File: config.mk
export PLATFORM = sky130hd
export DESIGN_NAME = ttc_mac
export DESIGN_NICKNAME = d
export VERILOG_FILES = /design/src/hdl/ttc_pkg.sv /design/src/hdl/ttc_mac.sv
export SDC_FILE = /design/constraint.sdc
export NUM_CORES = 2
export LEC_CHECK = 0
export ABC_AREA = 1
export BUFFER_PORTS_ARGS = -buffer_cell sky130_fd_sc_hd__buf_4
export CELL_PAD_IN_SITES_DETAIL_PLACEMENT = 0
export CELL_PAD_IN_SITES_GLOBAL_PLACEMENT = 1
export CORE_MARGIN = 2
export CORE_UTILIZATION = 30
export CTS_CLUSTER_SIZE = 10
export DETAILED_ROUTE_END_ITERATION = 10
export PLACE_DENSITY_LB_ADDON = 0.25
export SLEW_MARGIN = 20
export SYNTH_ARGS = -nofsm -noshare
export SYNTH_HDL_FRONTEND = slang
export SYNTH_SLANG_ARGS = --single-unit
File: constraint.sdc
create_clock -name clock -period 11.4 [get_ports clock]
set_input_delay 1.71 -clock clock [delete_from_list [all_inputs] [get_ports clock]]
set_output_delay 1.71 -clock clock [all_outputs]
set_load 0.01 [all_outputs]
File: src/hdl/ttc_pkg.sv
// Package for the triangle tangent calculator: widths, slot and component codes,
// request/result payload structs, sequencer states and inter-module control structs.
// No dependencies.
package ttc_pkg;

   localparam int unsigned COORD_W = 32;
   localparam int unsigned DELTA_W = COORD_W + 1;
   localparam int unsigned PROD_W  = 2 * DELTA_W;
   localparam int unsigned ACC_W   = PROD_W + 1;
   localparam int unsigned FRAC_W  = 16;
   localparam int unsigned QUOT_W  = 32;
   localparam int unsigned REM_W   = ACC_W + FRAC_W;
   localparam int unsigned DSH_W   = ACC_W + QUOT_W;
   localparam int unsigned STEP_W  = 6;
   localparam int unsigned NUM_COMP = 3;

   localparam logic [STEP_W-1:0] STEP_TOP = 6'd32;

   localparam logic [1:0] SLOT_FIRST  = 2'd0;
   localparam logic [1:0] SLOT_SECOND = 2'd1;
   localparam logic [1:0] SLOT_THIRD  = 2'd2;

   localparam logic [1:0] COMP_X   = 2'd0;
   localparam logic [1:0] COMP_Z   = 2'd2;
   localparam logic [1:0] COMP_DET = 2'd3;

   localparam logic [QUOT_W-1:0] QUOT_POS_MAX = 32'h7FFF_FFFF;
   localparam logic [QUOT_W-1:0] QUOT_NEG_MAX = 32'h8000_0000;

   typedef struct packed {
      logic signed [COORD_W-1:0] pos_x;
      logic signed [COORD_W-1:0] pos_y;
      logic signed [COORD_W-1:0] pos_z;
      logic signed [COORD_W-1:0] tex_u;
      logic signed [COORD_W-1:0] tex_v;
   } vertex_type;

   typedef struct packed {
      logic signed [COORD_W-1:0] tangent_x;
      logic signed [COORD_W-1:0] tangent_y;
      logic signed [COORD_W-1:0] tangent_z;
      logic                      degenerate;
      logic                      saturated;
   } tangent_type;

   typedef enum logic [2:0] {
      ST_IDLE,
      ST_MUL_A,
      ST_MUL_B,
      ST_DIFF,
      ST_DET_CHK,
      ST_DIV_START,
      ST_DIV_WAIT,
      ST_EMIT
   } seq_state_type;

   typedef struct packed {
      logic mul_en;
      logic acc_load;
      logic acc_sub;
   } mac_ctl_type;

   typedef struct packed {
      logic start;
      logic neg;
   } div_ctl_type;

   typedef struct packed {
      logic done;
      logic saturated;
   } div_stat_type;

endpackage

File: src/hdl/ttc_mac.sv
// Shared multiply-accumulate unit: registered 33x33 signed product, then a
// 67-bit accumulator that loads or subtracts it. Depends on ttc_pkg.
module ttc_mac (
   input  logic                              clock,
   input  ttc_pkg::mac_ctl_type              ctl,
   input  logic signed [ttc_pkg::DELTA_W-1:0] a,
   input  logic signed [ttc_pkg::DELTA_W-1:0] b,
   output logic signed [ttc_pkg::ACC_W-1:0]   acc
);

   logic signed [ttc_pkg::PROD_W-1:0] prod_ff;
   logic signed [ttc_pkg::ACC_W-1:0]  acc_ff;

   always_ff @(posedge clock) begin
      if (ctl.mul_en) begin
         prod_ff <= a * b;
      end
      if (ctl.acc_load) begin
         acc_ff <= {prod_ff[ttc_pkg::PROD_W-1], prod_ff};
      end else if (ctl.acc_sub) begin
         acc_ff <= acc_ff - {prod_ff[ttc_pkg::PROD_W-1], prod_ff};
      end
   end

   assign acc = acc_ff;

endmodule

==> metrics <==
placed cells 8782; Post-CTS Setup Inserts 0; hold crit path type register to register; DRC 0; Slew headroom 0.294; EDFF count, synth 133; Hold Vio Cnt, Final 0; Max-Cap Viols 0; CTS max path bufs 2; fillers 18365; Die W 417 um; prevailing post-synth register cell edfxtp_1; global-route wire length before repair 268000 um; Final HPWL DP 144000 um; status complete, no violations; register area share after synthesis 0.0780; Die ar. 174000 sq um; # port buffers 136; Synth Instances 6700; most frequent cells in the layout inv_1 (2058), nand2_1 (1809), fa_1 (1146); Initial Utilization 0.302; # nets final 8082; die height 417 um; Worst Tran Pin Value 1.06 ns; max-slew violation count 0; antenna-violating nets left 0; yosys warns 0; Non-Filler Instances 8816; Netlist cell types 40; crit path kind input port to register; Synth Register Bits 133; async set-reset flop share out of synthesis 0; initial antenna violation count 7; Yosys top cell area share 0.448; drt total wl 171000 um; Root Driver clkbuf_16; Synth area leaders fa_1 (45%), inv_1 (15%), nand2_1 (13%); htree depth 4; clk sink count 133; origin of the worst setup path b[6]; RSZ-0062 raised after global routing no; Max Fclk 106 MHz; min-delay src prod_ff[39]; CP Launch Type input port; FP Rows 151; Fin Clk Skew 0.0249 ns; drt wl/cell 19.4 um; Vias/cell 4.51; cts hold-fix bufs 0; crit path max fanout 33; Setup-failing EPs final 0; Post-Syn Nets 8199; Worst EP required 11.61 ns; Crit-path slowest cell fa_1; synthesis-to-finish area growth 6.62%; commonest non-fill, non-tap cell in the layout inv_1; boundary pin count 137; FF-to-FF setup slack 8.17 ns; Mapped Area 51200 sq um; sum of negative setup slack 0 ns; Initial DRT Pass Iterations 7; setup ws final 1.98 ns; drt first-iter violations 2228; pre-CTS setup slack 1.34 ns; Yosys top cell by area fa_1; layout cells sized above 1 0.0338; Worst R2R Start acc[0]; TritonCTS clock tree yes; vias in the first global route 43857; largest net degree at the start of global routing 69; WP data arrival 9.63 ns; clock-pin slew on the worst setup and hold paths 0.07 ns; cts bufs inserted 17; via count 39794; gr ovfl total 0; Critical Path Sink Type register; min Tclk post-route 9.42 ns; Avg Inst Size Synth 7.65 sq um; Worst path max stage delay 0.77 ns; GRT Util Overall 0.201; post_cts resized 0; Skew-Pair Late Insertion Delay 0.46 ns; core area 169000 sq um; final estimated routing congestion in global placement 0.911; final period utilization 0.826; utilization after layout 0.322
==> synthesized netlist by cell type (2+ instances only) <==
cell / count
a21boi_0: 3
a21o_1: 11
a21oi_1: 176
a21oi_2: 3
a31oi_1: 3
buf_1: 3
clkbuf_1: 275
edfxtp_1: 133
fa_1: 1146
ha_1: 283
inv_1: 2059
inv_2: 2
nand2_1: 1809
nand3_1: 151
nand3_2: 2
nand3b_1: 20
nand4_1: 27
nor2_1: 292
nor2_2: 5
nor3_1: 17
nor4_1: 10
nor4_2: 3
o211ai_1: 4
o21a_1: 4
o21ai_0: 116
o21ai_1: 8
o21ai_2: 3
o21bai_1: 30
or2_1: 3
or2_2: 28
xnor2_1: 22
xor2_1: 41
==> path summary, 6_finish.rpt <==
check / end / cells past startpoint
worst min-delay path: acc[39] / 2
worst max register to register: acc[56] / 17
worst min register to register: acc[39] / 2
worst max-delay path: prod_ff[64] / 28
==> worst max-delay path, delay by kind of cell <==
family	cells	cell delay, ns
and+or+nand+nor	6	0.84
adders and majority gates	9	4.58
AOI/OAI and AO/OA	4	0.85
buffers and inverters	9	1.62
==> layer usage <==
layer / track usage / vias up / wire (um)
met1: 0.275 / 20316 / 79200
met2: 0.351 / 678 / 82900
met5: 0 / - / 34
met3: 0.0143 / 117 / 5200
met4: 0.0394 / 6 / 3270
li1: - / 18677 / -
==> layout make-up <==
class	count	area, sq um	area share
Antenna cell	2	5.00	0.0000916
Multi-Input combinational cell	4228	38400	0.704
Sequential cell	133	3990	0.0731
Tap cell	2218	2780	0.0508
Clock inverter	15	163	0.00298
Timing Repair Buffer	142	1070	0.0195
Clock buffer	17	425	0.00779
Inverter	2061	7740	0.142
==> sequential cells by signal, indices dropped and copies added (netlist names) <==
register / flops
acc: 67
prod_ff: 66
==> logic make-up (layout without fill, tap and decap cells) <==
group	Yosys count	in the layout	share of synthesized area
adder cells (fa/ha/maj)	1429	1429	0.517
XOR/XNOR	63	63	0.0108
flip-flops	133	133	0.0780
AND/OR/NAND/NOR	2370	2370	0.184
AO/OA/AOI/OAI	366	366	0.0391
other	0	2	0
buffers and inverters	2339	2235	0.171
==> through the flow <==
stage	instance area [sq um]	hold WS, ns
floorplan	51200	0.517
global placement	54000	0.526
detailed placement	54000	0.535
CTS	54600	0.550
global route	54600	0.588
finish	54600	0.551
Power is left out: the tool's default activity adds up to more than one toggle a clock period on the data nets, which glitch-free logic cannot reach.
