[src/hdl/ttc_pkg.sv]
// Package for the triangle tangent calculator: widths, slot and component codes,
// request/result payload structs, sequencer states and inter-module control structs.
// No dependencies.
package ttc_pkg;

   localparam int unsigned COORD_W = 32;
   localparam int unsigned DELTA_W = COORD_W + 1;
   localparam int unsigned PROD_W  = 2 * DELTA_W;
   localparam int unsigned ACC_W   = PROD_W + 1;
   localparam int unsigned FRAC_W  = 16;
   localparam int unsigned QUOT_W  = 32;
   localparam int unsigned REM_W   = ACC_W + FRAC_W;
   localparam int unsigned DSH_W   = ACC_W + QUOT_W;
   localparam int unsigned STEP_W  = 6;
   localparam int unsigned NUM_COMP = 3;

   localparam logic [STEP_W-1:0] STEP_TOP = 6'd32;

   localparam logic [1:0] SLOT_FIRST  = 2'd0;
   localparam logic [1:0] SLOT_SECOND = 2'd1;
   localparam logic [1:0] SLOT_THIRD  = 2'd2;

   localparam logic [1:0] COMP_X   = 2'd0;
   localparam logic [1:0] COMP_Z   = 2'd2;
   localparam logic [1:0] COMP_DET = 2'd3;

   localparam logic [QUOT_W-1:0] QUOT_POS_MAX = 32'h7FFF_FFFF;
   localparam logic [QUOT_W-1:0] QUOT_NEG_MAX = 32'h8000_0000;

   typedef struct packed {
      logic signed [COORD_W-1:0] pos_x;
      logic signed [COORD_W-1:0] pos_y;
      logic signed [COORD_W-1:0] pos_z;
      logic signed [COORD_W-1:0] tex_u;
      logic signed [COORD_W-1:0] tex_v;
   } vertex_type;

   typedef struct packed {
      logic signed [COORD_W-1:0] tangent_x;
      logic signed [COORD_W-1:0] tangent_y;
      logic signed [COORD_W-1:0] tangent_z;
      logic                      degenerate;
      logic                      saturated;
   } tangent_type;

   typedef enum logic [2:0] {
      ST_IDLE,
      ST_MUL_A,
      ST_MUL_B,
      ST_DIFF,
      ST_DET_CHK,
      ST_DIV_START,
      ST_DIV_WAIT,
      ST_EMIT
   } seq_state_type;

   typedef struct packed {
      logic mul_en;
      logic acc_load;
      logic acc_sub;
   } mac_ctl_type;

   typedef struct packed {
      logic start;
      logic neg;
   } div_ctl_type;

   typedef struct packed {
      logic done;
      logic saturated;
   } div_stat_type;

endpackage

[src/hdl/ttc_div.sv]
// Iterative restoring divider: (num << 16) / den on magnitudes, one quotient bit
// per cycle after an overflow check, with signed saturation. Depends on ttc_pkg.
module ttc_div (
   input  logic                            clock,
   input  logic                            reset,
   input  ttc_pkg::div_ctl_type            ctl,
   input  logic [ttc_pkg::ACC_W-1:0]       num_mag,
   input  logic [ttc_pkg::ACC_W-1:0]       den_mag,
   output ttc_pkg::div_stat_type           stat,
   output logic [ttc_pkg::QUOT_W-1:0]      quot
);

   logic [ttc_pkg::REM_W-1:0]  rem_ff;
   logic [ttc_pkg::DSH_W-1:0]  dsh_ff;
   logic [ttc_pkg::QUOT_W-1:0] q_ff;
   logic [ttc_pkg::STEP_W-1:0] step_ff;
   logic                       busy_ff;
   logic                       fin_ff;
   logic                       ovf_ff;
   logic                       neg_ff;
   logic                       ge;
   logic                       sat;
   logic [ttc_pkg::QUOT_W-1:0] limit;

   assign ge = {{(ttc_pkg::DSH_W - ttc_pkg::REM_W){1'b0}}, rem_ff} >= dsh_ff;

   always_ff @(posedge clock) begin
      if (reset) begin
         busy_ff <= 1'b0;
         fin_ff  <= 1'b0;
      end else begin
         fin_ff <= 1'b0;
         if (ctl.start) begin
            busy_ff <= 1'b1;
         end else if (busy_ff) begin
            if ((step_ff == ttc_pkg::STEP_TOP && ge) || step_ff == '0) begin
               busy_ff <= 1'b0;
               fin_ff  <= 1'b1;
            end
         end
      end
   end

   always_ff @(posedge clock) begin
      if (ctl.start) begin
         rem_ff  <= {num_mag, {ttc_pkg::FRAC_W{1'b0}}};
         dsh_ff  <= {den_mag, {ttc_pkg::QUOT_W{1'b0}}};
         q_ff    <= '0;
         step_ff <= ttc_pkg::STEP_TOP;
         ovf_ff  <= 1'b0;
         neg_ff  <= ctl.neg;
      end else if (busy_ff) begin
         if (step_ff == ttc_pkg::STEP_TOP) begin
            ovf_ff <= ge;
         end else begin
            q_ff <= {q_ff[ttc_pkg::QUOT_W-2:0], ge};
            if (ge) begin
               rem_ff <= rem_ff - dsh_ff[ttc_pkg::REM_W-1:0];
            end
         end
         dsh_ff  <= dsh_ff >> 1;
         step_ff <= step_ff - 6'd1;
      end
   end

   always_comb begin
      limit = neg_ff ? ttc_pkg::QUOT_NEG_MAX : ttc_pkg::QUOT_POS_MAX;
      sat   = ovf_ff || (q_ff > limit);
      if (sat) begin
         quot = limit;
      end else if (neg_ff) begin
         quot = '0 - q_ff;
      end else begin
         quot = q_ff;
      end
      if (sat && neg_ff) begin
         quot = ttc_pkg::QUOT_NEG_MAX;
      end
   end

   assign stat.done      = fin_ff;
   assign stat.saturated = sat;

endmodule

[config.mk]
export PLATFORM = sky130hd
export DESIGN_NAME = ttc_div
export DESIGN_NICKNAME = d
export VERILOG_FILES = /design/src/hdl/ttc_pkg.sv /design/src/hdl/ttc_div.sv
export SDC_FILE = /design/constraint.sdc
export NUM_CORES = 1
export LEC_CHECK = 0
export BUFFER_PORTS_ARGS = -buffer_cell sky130_fd_sc_hd__buf_4
export CORE_MARGIN = 2
export CORE_UTILIZATION = 45
export DETAILED_ROUTE_END_ITERATION = 8
export GPL_ROUTABILITY_DRIVEN = 0
export MAX_ROUTING_LAYER = met4
export SETUP_SLACK_MARGIN = 0.5
export SKIP_LAST_GASP = 1
export SYNTH_ARGS = -nofsm -noshare
export SYNTH_HDL_FRONTEND = slang
export SYNTH_SLANG_ARGS = --single-unit
[constraint.sdc]
create_clock -name clock -period 5.9 [get_ports clock]
set_input_delay 0.295 -clock clock [delete_from_list [all_inputs] [get_ports clock]]
set_output_delay 0.295 -clock clock [all_outputs]
set_load 0.1 [all_outputs]
==> impl_results.md <==
- Period utilization: 0.844
- Layout area overhead: 18.3%
- VDD IR-drop max: 0.234 mV
- Drt wl/cell: 17.9 um
- Worst Setup Start Kind: flop
- Commonest non-fill, non-tap cell in the layout: nand2_1
- Hold Startpoint: num_mag[5]
- Max-slew violations: 0
- Row cnt: 69
- Clock latency on the worst-skew pair: 580 ps
- Yosys top cell area share: 0.249
- CORE AREA: 0.0356 mm2
- Layout fillers: 3,407
- CP Max Fanout: 65
- Class of the worst hold path: primary input to flop
- Pwr dens: 238 mW/mm2
- Post-Syn Area: 0.0163 mm2
- CTS Buf Count: 28
- Clock Path Buffers: 3
- Worst Tran Pin Value: 1150 ps
- Crit Path Category: flop to output port
- Seq/Total Area, Yosys: 0.358
- Mapped Nets: 2,253
- Layout cell share with drive strength beyond 1: 0.123
- Final setup violation count: 0
- Status: complete, no violations
- Synth warn: 0
- CP delay by family, top: buffers and inverters
- Drt pass-1 iters: 5
- WL final: 46,900 um
- Fmax: 201 MHz
- Critical Path End Type: output port
- CTS tree: done
- Post-CTS setup buffers: 0
- Crit-path cells: buf_6 > ha_1 > nor2b_1 > o21a_1 > o21ai_0 > a21oi_1 > o31a_1 > o21ai_0 > a32oi_1 > buf_4 > nor2_1 > clkinvlp_4 > nor2_1 > a221o_1 > buf_4
- Slowest-stage cell, CP: nor2_1
- CP startpoint: neg_ff
- DIE WIDTH: 194 um
- Worst Path Buf+Inv: 4
- Top_reg_cell synth: edfxtp_1
- RSZ-0062 raised after global routing: no
- CTS H-tree depth: 1
- Vias in the first global route: 14,400
- Detailed placement HPWL: 34,100 um
- Count of cell types in the netlist: 79
- Post-synth top area cell: edfxtp_1
- Synth async-reset ratio: 0
- Top post-synthesis cells by area: edfxtp_1, dfxtp_1, ha_1
- Die area: 0.0377 mm2
- Clk_skew: 26.7 ps
- Worst R2R Start: dsh_ff[16]
- Largest net degree at the start of global routing: 105
- Die Height: 194 um
- First-pass GRT wire length: 75,600 um
- Antenna Nets Post-Route: 0
- Data required time of the worst path: 5610 ps
- Starting Density: 0.458
- Vias after detailed routing: 15,200
- Synthesized area per cell: 8.16 um2
- Slew headroom: 0.236
- Antenna diode count: 0
- DP Cell Count: 2,518
- Post-route DRC: 0
- LEAKAGE: 8.15 nW
- Sink Count: 224
- Clk pin slew, worst setup/hold paths: 60 ps
- Setup TNS: 0 ps
- Mapped Cells: 1,996
- Worst stage delay on the critical path: 490 ps
- Yosys reg bits: 224
- Final Hold Fails: 0
- Minimum clock period: 4980 ps
- Number of synthesized flops with an enable pin: 135
- Port Buffers: 171
- Most frequent cells in the layout: nand2_1, a21oi_1, buf_4, o21ai_0, edfxtp_1
- I/O pin cnt: 172
- Final nets: 2,395
- Cell Count, Final, Fillers Out: 2,621
- Maxcap violations: 0
- GR Overflow Total: 0
- Initial antenna violation count: 1
- Vias/cell: 5.78
- Total track usage: 0.249
- Worst path arrival time: 4690 ps
- Initial DRC count: 1,193
- Clock root cell: clkbuf_16
## repair_timing
action / in CTS / in global routing
endpoints found under the setup margin: 0 / 20
resized for setup: 0 / 3
hold buffers: 51 / 0
endpoints found under the hold margin: 51 / 0
## sequential cells by signal, summed over array words and instances, names as in the netlist
| name | flops |
|---|---|
| neg_ff | 1 |
| fin_ff | 1 |
| ovf_ff | 1 |
| step_ff | 6 |
| rem_ff | 83 |
| dsh_ff | 99 |
| busy_ff | 1 |
| q_ff | 32 |
## kinds of logic after synthesis
kind of cell | share of synthesized area
xor gates and xnor gates | 0.0447
buffers and inverters | 0.0569
and+or+nand+nor | 0.192
muxes | 0.0203
DFF | 0.358
AOI/OAI and AO/OA | 0.236
adders and majority gates | 0.0919
## report_power, final
part           internal [W]  leakage (nW)  switching (W)
combinational      0.000409          5.53       0.000634
sequential          0.00175          2.14      0.0000424
clock               0.00103         0.480       0.000721
total               0.00319          8.15        0.00140
## worst min-delay path, cell delays in order
cell     delay, ps
buf_4           80
nand2_1         60
o31ai_1         60
## through the flow
stage | area, um2 | worst slack [ps] | total power (W) | hold slack (ps) | util
4_1_cts | 19200 | 518 | 0.00461 | 0.433 | 0.541
3_3_place_gp | 17800 | 1180 | 0.00281 | 443 | 0.500
2_1_floorplan | 16300 | 143 | 0.00252 | 367 | -
5_1_grt | 19300 | 661 | 0.00479 | 8.65 | 0.541
3_5_place_dp | 17800 | 1050 | 0.00283 | 451 | 0.500
6_report | 19300 | 919 | 0.00458 | 16.7 | 0.541
## per-layer routing
layer | routed length, um | track usage | share of wire
met1 | 22400 | 0.354 | 0.48
met2 | 20100 | 0.371 | 0.43
met3 | 3140 | 0.0388 | 0.067
met4 | 1240 | 0.0623 | 0.026
met5 | 0 | - | 0
## cells in the mapped netlist, types with 5 or more instances
cell,number
a21boi_0,5
nand2b_1,14
nand2_1,353
o211ai_1,11
nand4_1,54
a311oi_1,5
a221o_1,5
mux2i_1,33
a211oi_1,21
a21oi_1,192
xor2_1,39
a21o_1,64
and3_1,9
o31ai_1,50
inv_1,110
o21bai_1,18
nor3_1,31
nor2_1,123
edfxtp_1,135
nor2b_1,11
or2_2,11
a31oi_1,9
o21a_1,17
dfxtp_1,89
or3_1,17
clkbuf_1,108
nand3_1,18
nor4_1,10
and2_1,7
xnor2_1,44
a22o_1,19
ha_1,118
or4_1,6
o21ai_0,151
## final timing paths
| check | to | depth (start not counted) | slack [ps] |
|---|---|---|---|
| worst max-delay path | quot[14] | 15 | 920 |
| worst min-delay path | rem_ff[21] | 3 | 20 |
| worst max register to register | rem_ff[65] | 11 | 1040 |
| worst min register to register | rem_ff[8] | 2 | 460 |
## cell type report
type / count / area, um2 / share of cell area
inverters: 112 / 424 / 0.0220
clock buffers: 37 / 857 / 0.0445
multi-input cells: 1536 / 9540 / 0.495
flip-flops and latches: 224 / 5840 / 0.303
well taps: 461 / 577 / 0.0300
repair buffers: 236 / 1920 / 0.0999
clock inverters: 15 / 96.3 / 0.00500
Power figures use the tool's default switching activity.
